--- src/hw/rtl/hcal_pkg.sv ---
`timescale 1ns / 1ps
`default_nettype none
// ----------------------------------------------------------------------------
// hcal_pkg
// Shared types and constants of the two-point humidity calibration block.
// ----------------------------------------------------------------------------
package hcal_pkg;

    // Configuration register indexes
    localparam logic [1:0] REG_LOW_RH_DOUBLED  = 2'd0;
    localparam logic [1:0] REG_HIGH_RH_DOUBLED = 2'd1;
    localparam logic [1:0] REG_LOW_RAW         = 2'd2;
    localparam logic [1:0] REG_HIGH_RAW        = 2'd3;

    localparam logic [7:0]  RESET_LOW_RH_DOUBLED  = 8'd0;
    localparam logic [7:0]  RESET_HIGH_RH_DOUBLED = 8'd200;
    localparam logic [15:0] RESET_LOW_RAW         = 16'd0;
    localparam logic [15:0] RESET_HIGH_RAW        = 16'd1;

    // Numerator magnitude is at most 127 * 65535 * 256, below 2^31
    localparam int NUM_W     = 31;
    localparam int DIV_STEPS = NUM_W;
    localparam int DVS_W     = 16;

    // Full scale: 100 percent in Q8
    localparam logic [14:0] RH_FULL_Q8 = 15'd25600;

    // Item traveling through the divider cells. nq starts as the numerator
    // magnitude; each cell shifts one numerator bit out of the top and one
    // quotient bit in at the bottom.
    typedef struct packed {
        logic              neg;
        logic              fault;
        logic [6:0]        rh0;
        logic [DVS_W-1:0]  dvs;
        logic [DVS_W-1:0]  rem;
        logic [NUM_W-1:0]  nq;
    } hcal_div_t;

endpackage : hcal_pkg
`default_nettype wire

--- src/hw/rtl/hcal_front.sv ---
`timescale 1ns / 1ps
`default_nettype none
// ----------------------------------------------------------------------------
// hcal_front
// Differences, magnitudes and the numerator product, in two registered stages.
// ----------------------------------------------------------------------------
module hcal_front (
    input  wire logic              aclk,
    input  wire logic              aresetn,
    input  wire logic              s_valid,
    output logic                   s_ready,
    input  wire logic [15:0]       raw,
    input  wire logic [6:0]        rh0,
    input  wire logic [6:0]        rh1,
    input  wire logic [15:0]       raw0,
    input  wire logic [15:0]       raw1,
    output logic                   m_valid,
    input  wire logic              m_ready,
    output hcal_pkg::hcal_div_t    m_data
);
    import hcal_pkg::*;

    logic               a_valid_reg;
    logic [6:0]         a_d_abs_reg;
    logic [15:0]        a_x_abs_reg;
    logic [DVS_W-1:0]   a_dvs_reg;
    logic               a_neg_reg;
    logic               a_fault_reg;
    logic [6:0]         a_rh0_reg;
    logic               a_ready;

    logic               b_valid_reg;
    hcal_div_t          b_data_reg;
    hcal_div_t          b_data_next;
    logic               b_ready;

    logic signed [7:0]  d_diff;
    logic signed [16:0] x_diff;
    logic signed [16:0] den_diff;
    logic [7:0]         d_neg;
    logic [16:0]        x_neg;
    logic [16:0]        den_neg;
    logic [6:0]         d_abs_next;
    logic [15:0]        x_abs_next;
    logic [DVS_W-1:0]   dvs_next;
    logic [22:0]        prod;

    always_comb begin
        d_diff     = $signed({1'b0, rh1}) - $signed({1'b0, rh0});
        x_diff     = $signed({raw[15], raw}) - $signed({raw0[15], raw0});
        den_diff   = $signed({raw1[15], raw1}) - $signed({raw0[15], raw0});
        d_neg      = -d_diff;
        x_neg      = -x_diff;
        den_neg    = -den_diff;
        d_abs_next = d_diff[7] ? d_neg[6:0] : d_diff[6:0];
        x_abs_next = x_diff[16] ? x_neg[15:0] : x_diff[15:0];
        dvs_next   = den_diff[16] ? den_neg[15:0] : den_diff[15:0];
    end

    assign b_ready = !b_valid_reg || m_ready;
    assign a_ready = !a_valid_reg || b_ready;
    assign s_ready = a_ready;

    always_ff @(posedge aclk) begin
        if (!aresetn) begin
            a_valid_reg <= 1'b0;
        end else if (a_ready) begin
            a_valid_reg <= s_valid;
        end
    end

    always_ff @(posedge aclk) begin
        if (s_valid && a_ready) begin
            a_d_abs_reg <= d_abs_next;
            a_x_abs_reg <= x_abs_next;
            a_dvs_reg   <= dvs_next;
            a_neg_reg   <= d_diff[7] ^ x_diff[16] ^ den_diff[16];
            a_fault_reg <= (den_diff == 17'sd0);
            a_rh0_reg   <= rh0;
        end
    end

    always_comb begin
        prod              = 23'(a_d_abs_reg) * 23'(a_x_abs_reg);
        b_data_next.neg   = a_neg_reg;
        b_data_next.fault = a_fault_reg;
        b_data_next.rh0   = a_rh0_reg;
        b_data_next.dvs   = a_dvs_reg;
        b_data_next.rem   = '0;
        b_data_next.nq    = {prod, 8'b0};
    end

    always_ff @(posedge aclk) begin
        if (!aresetn) begin
            b_valid_reg <= 1'b0;
        end else if (b_ready) begin
            b_valid_reg <= a_valid_reg;
        end
    end

    always_ff @(posedge aclk) begin
        if (a_valid_reg && b_ready) begin
            b_data_reg <= b_data_next;
        end
    end

    assign m_valid = b_valid_reg;
    assign m_data  = b_data_reg;

endmodule : hcal_front
`default_nettype wire

--- src/hw/rtl/hcal_div_cell.sv ---
`timescale 1ns / 1ps
`default_nettype none
// ----------------------------------------------------------------------------
// hcal_div_cell
// One restoring-division step: brings in a numerator bit, trial-subtracts the
// divisor and passes the item to the next cell.
// ----------------------------------------------------------------------------
module hcal_div_cell (
    input  wire logic              aclk,
    input  wire logic              aresetn,
    input  wire logic              s_valid,
    output logic                   s_ready,
    input  wire hcal_pkg::hcal_div_t s_data,
    output logic                   m_valid,
    input  wire logic              m_ready,
    output hcal_pkg::hcal_div_t    m_data
);
    import hcal_pkg::*;

    logic              valid_reg;
    hcal_div_t         data_reg;
    hcal_div_t         data_next;
    logic [DVS_W:0]    trial;
    logic [DVS_W:0]    diff;
    logic              ge;

    always_comb begin
        trial     = {s_data.rem, s_data.nq[NUM_W-1]};
        diff      = trial - {1'b0, s_data.dvs};
        ge        = (trial >= {1'b0, s_data.dvs});
        data_next = s_data;
        data_next.rem = ge ? diff[DVS_W-1:0] : trial[DVS_W-1:0];
        data_next.nq  = {s_data.nq[NUM_W-2:0], ge};
    end

    assign s_ready = !valid_reg || m_ready;

    always_ff @(posedge aclk) begin
        if (!aresetn) begin
            valid_reg <= 1'b0;
        end else if (s_ready) begin
            valid_reg <= s_valid;
        end
    end

    always_ff @(posedge aclk) begin
        if (s_valid && s_ready) begin
            data_reg <= data_next;
        end
    end

    assign m_valid = valid_reg;
    assign m_data  = data_reg;

endmodule : hcal_div_cell
`default_nettype wire

--- src/hw/rtl/hcal_out.sv ---
`timescale 1ns / 1ps
`default_nettype none
// ----------------------------------------------------------------------------
// hcal_out
// Applies the quotient sign, adds the low-point offset, clamps to 0..100
// percent and holds the result item in the output register.
// ----------------------------------------------------------------------------
module hcal_out (
    input  wire logic              aclk,
    input  wire logic              aresetn,
    input  wire logic              s_valid,
    output logic                   s_ready,
    input  wire hcal_pkg::hcal_div_t s_data,
    output logic                   m_valid,
    input  wire logic              m_ready,
    output logic [14:0]            humidity_q8,
    output logic                   calib_fault
);
    import hcal_pkg::*;

    logic                valid_reg;
    logic [14:0]         hum_reg;
    logic [14:0]         hum_next;
    logic                fault_reg;
    logic signed [32:0]  q_mag;
    logic signed [32:0]  q_signed;
    logic signed [32:0]  sum;

    always_comb begin
        q_mag    = $signed({2'b0, s_data.nq});
        q_signed = s_data.neg ? -q_mag : q_mag;
        sum      = q_signed + $signed({18'b0, s_data.rh0, 8'b0});
        if (s_data.fault || sum[32]) begin
            hum_next = '0;
        end else if (sum > $signed({18'b0, RH_FULL_Q8})) begin
            hum_next = RH_FULL_Q8;
        end else begin
            hum_next = sum[14:0];
        end
    end

    assign s_ready = !valid_reg || m_ready;

    always_ff @(posedge aclk) begin
        if (!aresetn) begin
            valid_reg <= 1'b0;
        end else if (s_ready) begin
            valid_reg <= s_valid;
        end
    end

    always_ff @(posedge aclk) begin
        if (s_valid && s_ready) begin
            hum_reg   <= hum_next;
            fault_reg <= s_data.fault;
        end
    end

    assign m_valid     = valid_reg;
    assign humidity_q8 = hum_reg;
    assign calib_fault = fault_reg;

endmodule : hcal_out
`default_nettype wire

--- src/hw/rtl/humidity_two_point_calibration.sv ---
`timescale 1ns / 1ps
`default_nettype none
// Pipeline: 2 front stages, 31 divider cells and 1 output register lie between
// the input accept and the result.
// Throughput: one item per cycle without output stalls; every stage holds its
// own item; the per-stage ready chain lets bubbles close up under backpressure.
// Reset: synchronous, active low; clears all valid flags and loads the
// calibration registers with their defaults.
// ----------------------------------------------------------------------------
// humidity_two_point_calibration
// Raw humidity to Q8 percent by two-point linear interpolation, with the
// division done in a chain of one-bit restoring cells.
// ----------------------------------------------------------------------------
module humidity_two_point_calibration (
    input  wire logic        aclk,
    input  wire logic        aresetn,
    // configuration
    input  wire logic        cfg_wr_en,
    input  wire logic [1:0]  cfg_addr,
    input  wire logic [15:0] cfg_wr_data,
    // input items
    input  wire logic        s_tvalid,
    output logic             s_tready,
    input  wire logic [15:0] s_tdata,   // [15:0] raw_humidity
    // result items
    output logic             m_tvalid,
    input  wire logic        m_tready,
    output logic [15:0]      m_tdata,   // [14:0] humidity_q8, [15] zero
    output logic             m_tuser    // [0] calib_fault
);
    import hcal_pkg::*;

    logic [7:0]  low_rh_reg;
    logic [7:0]  high_rh_reg;
    logic [15:0] low_raw_reg;
    logic [15:0] high_raw_reg;

    always_ff @(posedge aclk) begin
        if (!aresetn) begin
            low_rh_reg   <= RESET_LOW_RH_DOUBLED;
            high_rh_reg  <= RESET_HIGH_RH_DOUBLED;
            low_raw_reg  <= RESET_LOW_RAW;
            high_raw_reg <= RESET_HIGH_RAW;
        end else if (cfg_wr_en) begin
            unique case (cfg_addr)
                REG_LOW_RH_DOUBLED:  low_rh_reg   <= cfg_wr_data[7:0];
                REG_HIGH_RH_DOUBLED: high_rh_reg  <= cfg_wr_data[7:0];
                REG_LOW_RAW:         low_raw_reg  <= cfg_wr_data;
                REG_HIGH_RAW:        high_raw_reg <= cfg_wr_data;
                default: ;
            endcase
        end
    end

    logic       chain_valid [0:DIV_STEPS];
    logic       chain_ready [0:DIV_STEPS];
    hcal_div_t  chain_data  [0:DIV_STEPS];
    logic [14:0] hum_q8;

    hcal_front u_front (
        .aclk    (aclk),
        .aresetn (aresetn),
        .s_valid (s_tvalid),
        .s_ready (s_tready),
        .raw     (s_tdata),
        .rh0     (low_rh_reg[7:1]),
        .rh1     (high_rh_reg[7:1]),
        .raw0    (low_raw_reg),
        .raw1    (high_raw_reg),
        .m_valid (chain_valid[0]),
        .m_ready (chain_ready[0]),
        .m_data  (chain_data[0])
    );

    for (genvar i = 0; i < DIV_STEPS; i++) begin : g_cell
        hcal_div_cell u_cell (
            .aclk    (aclk),
            .aresetn (aresetn),
            .s_valid (chain_valid[i]),
            .s_ready (chain_ready[i]),
            .s_data  (chain_data[i]),
            .m_valid (chain_valid[i+1]),
            .m_ready (chain_ready[i+1]),
            .m_data  (chain_data[i+1])
        );
    end

    hcal_out u_out (
        .aclk        (aclk),
        .aresetn     (aresetn),
        .s_valid     (chain_valid[DIV_STEPS]),
        .s_ready     (chain_ready[DIV_STEPS]),
        .s_data      (chain_data[DIV_STEPS]),
        .m_valid     (m_tvalid),
        .m_ready     (m_tready),
        .humidity_q8 (hum_q8),
        .calib_fault (m_tuser)
    );

    assign m_tdata = {1'b0, hum_q8};

endmodule : humidity_two_point_calibration
`default_nettype wire

--- config.mk ---
export PLATFORM = sky130hd
export DESIGN_NAME = humidity_two_point_calibration
export DESIGN_NICKNAME = d
export VERILOG_FILES = /design/src/hw/rtl/hcal_pkg.sv /design/src/hw/rtl/hcal_front.sv /design/src/hw/rtl/hcal_div_cell.sv /design/src/hw/rtl/hcal_out.sv /design/src/hw/rtl/humidity_two_point_calibration.sv
export SDC_FILE = /design/constraint.sdc
export NUM_CORES = 2
export LEC_CHECK = 0
export BUFFER_PORTS_ARGS = -buffer_cell sky130_fd_sc_hd__buf_2
export CORE_MARGIN = 2
export CORE_UTILIZATION = 45
export DETAILED_ROUTE_END_ITERATION = 6
export MAX_ROUTING_LAYER = met4
export REMOVE_ABC_BUFFERS = 1
export SLEW_MARGIN = 0
export SYNTH_ARGS = -nofsm -noshare
export SYNTH_HDL_FRONTEND = slang
export SYNTH_SLANG_ARGS = --single-unit
--- constraint.sdc ---
create_clock -name aclk -period 6.2 [get_ports aclk]
set_input_delay 0.31 -clock aclk [delete_from_list [all_inputs] [get_ports aclk]]
set_output_delay 0.31 -clock aclk [all_outputs]
set_load 0.005 [all_outputs]
; ---- Yosys cells after proc, flatten, opt, wreduce, memory -nomap -nowiden
; Index checks and enable logic that the tools add are counted.
[op_classes]
add_sub_neg = 38
multipliers = 1
order_cmp = 32
eq_ne = 3
mux = 35
bitwise_logic = 2
reduce_logical = 110
[op_table]
columns = operator, count
row1 = $ge A17 B16 Y1, 30
row2 = $mux W16, 31
row3 = $sub A16 B16 Y16, 29
row4 = $logic_or A1 B1 Y1, 35
row5 = $logic_and A1 B1 Y1, 34
row6 = $logic_not A1 Y1, 34
row7 = $sub A16 B16 Y17, 2
row8 = $add A33 B16 Y33, 1
row9 = $gt A33 B16 Y1 const B, 1
row10 = $mux W33, 1
row11 = $neg A31 Y33, 1
row12 = $neg A16 Y16, 2
row13 = $mul A7 B16 Y23, 1
row14 = $logic_not A17 Y1, 1
row15 = $ge A1 B16 Y1, 1
row16 = $sub A1 B16 Y16, 1
row17 = $mux W15, 1
row18 = $reduce_and A2 Y1, 4
row19 = $sub A7 B7 Y8, 1
row20 = $mux W7, 1
row21 = $neg A7 Y7, 1
row22 = $eq A2 B2 Y1 const B, 2
row23 = $eq A2 B1 Y1 const B, 1
row24 = $logic_not A2 Y1, 1
row25 = 3 further kinds, 4
[totals]
register_bits = 2182
output_inout_bits = 19

; ---- Longest topological paths before layout
[depth]
word_depth = 36
ltp_mapped = 20

; ---- Modules after synthesis
; A second synthesis with hierarchy kept.
[hier_totals]
hier_cells = 8529
hier_area_um2 = 118114.5
[modules_own_cells]
columns = module, instances, cells_each, area_per_inst_um2
row1 = hcal_div_cell at g_cell[0].u_cell ..., 15, 228, 3340.7
row2 = hcal_div_cell at g_cell[18].u_cell ..., 14, 230, 3397.0
row3 = hcal_front, 1, 908, 9247.6
row4 = hcal_div_cell at g_cell[24].u_cell, 1, 238, 3384.5
row5 = hcal_div_cell at g_cell[17].u_cell, 1, 214, 3289.4
row6 = hcal_out, 1, 349, 2730.1
row7 = humidity_two_point_calibration, 1, 180, 1794.2

; ---- Worst setup path after synthesis
; Ideal clock, no wire load.
[synth_path]
path_type = register to register
start = register u_out.valid_reg, in the netlist u_out.m_valid
end = register g_cell[18].u_cell.data_reg (netlist bit g_cell[18].u_cell.m_data[0]), enable pin
setup_time_ns = 0.583
arrival_ns = 6.279
required_ns = 5.617
slack_ns = -0.663
stages_incl_launch_ff = 10
path_cell_list = dfxtp_1 > nor2b_1 > and2_1 > and4_1 > nand3_1 > nor2_1 > and2_1 > and3_1 > and2_0 > a21boi_0
[synth_between]
elab_chain_len = 16
[synth_rtl]
columns = element, line_no
row1 = "start, declared", hcal_out.sv:21  ; logic valid_reg;
row2 = "start signal, assigned", hcal_out.sv:48  ; valid_reg <= s_valid;
row3 = $logic_not A1 Y1, hcal_out.sv:42  ; assign s_ready = !valid_reg || m_ready;
row4 = $logic_or A1 B1 Y1, hcal_out.sv:42
row5 = $logic_or A1 B1 Y1 (13 in series), hcal_div_cell.sv:36  ; assign s_ready = !valid_reg || m_ready;
row6 = $logic_and A1 B1 Y1, hcal_div_cell.sv:47  ; if (s_valid && s_ready) begin
row7 = "end signal, assigned", hcal_div_cell.sv:48  ; data_reg <= data_next;
row8 = "end, declared", hcal_div_cell.sv:21  ; hcal_div_t data_reg;
; Every way passes these cells.
; A chain may end at the register's enable or synchronous reset.

; ---- Final worst setup path
[layout_path]
start = register u_front.a_d_abs_reg[3]
end = register u_front.b_data_reg (netlist bit u_front.m_data[29]), data pin
[layout_between]
elab_chain_len = 1
[layout_rtl]
columns = element, line_no
row1 = "start, declared", hcal_front.sv:24  ; logic [6:0] a_d_abs_reg;
row2 = "start signal, assigned", hcal_front.sv:74  ; a_d_abs_reg <= d_abs_next;
row3 = $mul A7 B16 Y23, hcal_front.sv:84  ; prod = 23'(a_d_abs_reg) * 23'(a_x_abs_reg);
row4 = named net u_front.prod[21], hcal_front.sv:46  ; logic [22:0] prod;
row5 = "end signal, assigned", hcal_front.sv:103  ; b_data_reg <= b_data_next;
row6 = "end, declared", hcal_front.sv:33  ; hcal_div_t b_data_reg;
; The timed path passes the listed nets, and every way through them passes these cells.

==> impl_metrics.toml <==
[sta]
max_freq_mhz = 177.0
finClkSkew_ns = 0.06427
setup_ws_ns = 0.5511
hold_viol_final = 0
relSlewSlack = 0.2330
post-route-period-util = 0.9111
finalSetupViolations = 0
period_minus_slack_ns = 5.649
drv_slew = 0
rsz0062_at_grt = "no"
worstMarginPinSlew_ns = 1.150
holdWs_ns = 0.07425

[synthesis]
syn_area_um2 = 101100
ys_seq_area_frac = 0.6396
synth_flop_cell = "edfxtp_1"
ys_ff_latch = 2180
synthArstFlopShare = 0
synth_top_area_frac = 0.6238
yosys_warnings = 0
syn_avg_cell_area_um2 = 13.38
synth_edf_count = 2100
synth_area_leader_cell = "edfxtp_1"
synth_cells = 7558
synth_cell_types = 93
synthTopCellsByArea = "edfxtp_1 (62%), ha_1 (7.1%), inv_1 (3.0%), xnor2_1 (2.4%), mux2_2 (2.4%)"

[power_and_ir_drop]
powerDensity_nw_per_um2 = 297.4
ir_drop_uv = 311.6
leakage_nw = 42.10

[routing]
drtAntennaViolNets = 0
drtPass1Iterations = 7
wl_met1_um = 87940
wl_per_cell_um = 18.98
wl_met2_um = 107500
met3_length_um = 6511
drt_iter0_markers = 3510
top_layer_used = "met4"
drc = 7
routed_wl_um = 208700
vias_per_cell = 5.221
num_vias = 57420

[place]
dp_slack_ns = 0.6039
dp_hpwl_um = 153000
io_buffers = 56
place_congestion = 0.9206

[clock_network]
clk_pin_slew_ns = 0.06
cts_root_buf = "clkbuf_16"
cts_tree = "yes"
clock-sinks = 2180
htree_num_levels = 4
clk_latency_ns = 0.89
cts_buffer_depth = 3
cts_buffers = 224

[global_routing]
gr-total-overflow = 0
grt_pass1_wl_um = 327100
grt_pass1_vias = 58020
grt_antenna_before_repair = 1
grt.total_usage = 0.1880
grt_max_degree = 68

[finish]
largest_reg_flops = 1988
drive_gt1_frac = 0.09936
final_cell_mix = "edfxtp_1 (2100), inv_1 (809), ha_1 (573)"
area_growth_pct = 12.26
final_common_cell = "edfxtp_1"
nets = 8545

[die]
pin_count = 58
num_rows = 173
core_area_um2 = 222700
die_h_um = 478.0
die_w_um = 478.0
die-area_um2 = 228500
start_util = 0.4539

[outcome]
status = "finished, violations left"
violations = "design-rule violations"

[setup_path]
cp-startpoint = "u_front.a_d_abs_reg[3]"
worstPathArrival_ns = 6.24
crit_fanout = 7
cp-start-kind = "flop"
crit_type = "reg2reg"
rr_startpoint = "u_front.a_d_abs_reg[3]"
critPathCaptureType = "flop"
required_ns = 6.79

[min_path]
hold_path.class = "in2reg"
min_from = "s_tdata[15]"

[flow_run]
maxCapViolCount = 0
## logic make-up (layout without fill, tap and decap cells)
kind of cell               Yosys count  after routing  synth area share
buffers and inverters              913           1376           0.03424
and+or+nand+nor                   1791           1791           0.08619
other                                1              2        0.00003709
AOI/OAI and AO/OA                 1305           1305           0.08257
adders and majority gates          676            676           0.09121
muxes                              272            272           0.02975
DFF                               2180           2180            0.6396
xor gates and xnor gates           420            420           0.03639
## Yosys cell counts (44+ instances only)
cell type  count
edfxtp_1    2100
inv_1        809
ha_1         573
nand2_1      500
nor2_1       434
a21oi_1      349
o21ai_0      328
xnor2_1      282
mux2_2       218
nor3_1       154
nor2b_1      143
xor2_1       138
nand3_1      117
fa_1         102
clkbuf_1      96
a21o_1        94
a21boi_0      90
nand4_1       83
o21a_1        82
dfxtp_1       80
and2_1        68
a211oi_1      58
or3_1         57
mux2i_1       53
nand2b_1      44
## layer usage
metal,track usage,vias up
met5,-,-
met4,0.06431,0
met3,0.02294,380
met2,0.3282,954
met1,0.2250,27910
li1,-,28170
## cell type report
cell class,count,area [um^2]
antenna,1,2.502
clock buffer,265,5759
clock inverter,151,1936
fill,18830,109200
inverter,809,3037
multi-input combinational,4465,33310
sequential,2180,64660
tap,2975,3722
timing repair buffer,151,1056
## final timing paths
| check | to | slack, ns | cells after the start |
|---|---|---|---|
| setup / recovery | u_front.m_data[29] | 0.55 | 18 |
| hold / removal | u_front.a_x_abs_reg[15] | 0.07 | 4 |
| setup reg to reg | u_front.m_data[29] | 0.55 | 18 |
| hold reg to reg | g_cell[11].u_cell.m_data[65] | 0.40 | 0 |
## worst max-delay path, stage by stage, from the launching register on
cell      delay [ns]
edfxtp_1        0.53
and2_1          0.23
fa_1            0.54
inv_1           0.06
fa_1            0.48
fa_1            0.55
inv_1           0.06
fa_1            0.47
ha_1            0.36
o21ai_0         0.18
a21oi_1         0.11
and3_1          0.19
a221oi_1        0.39
o211ai_1        0.18
a31oi_1         0.45
nor2_1          0.08
o21ai_0         0.22
a211oi_1        0.12
xor2_1          0.15
## power breakdown
group | internal, mW | total, mW | switching [mW]
Sequential | 16.3 | 16.5 | 0.152
Combinational | 1.53 | 3.44 | 1.91
Clock | 8.10 | 13.8 | 5.71
Total | 26.0 | 33.8 | 7.78
## per-stage QoR
step                area (um^2)  setup TNS (ns)    util  power [mW]  std cells
finish                   113500               0  0.5095       33.75      11000
global route             113500               0  0.5095       35.22      11000
CTS                      113500               0  0.5095       34.17      11000
detailed placement       105500               0  0.4738       20.25      10560
global placement         105500               0  0.4738       20.25      10560
floorplan                100700          -87.54       -       19.31       7454
## timing repair
item                      4_1_cts  5_1_grt
resized for setup               0        0
hold buffers                   25        0
hold endpoints to repair       48        0
buffers inserted                0        0
No activity file was read; power rests on OpenSTA's default activity.
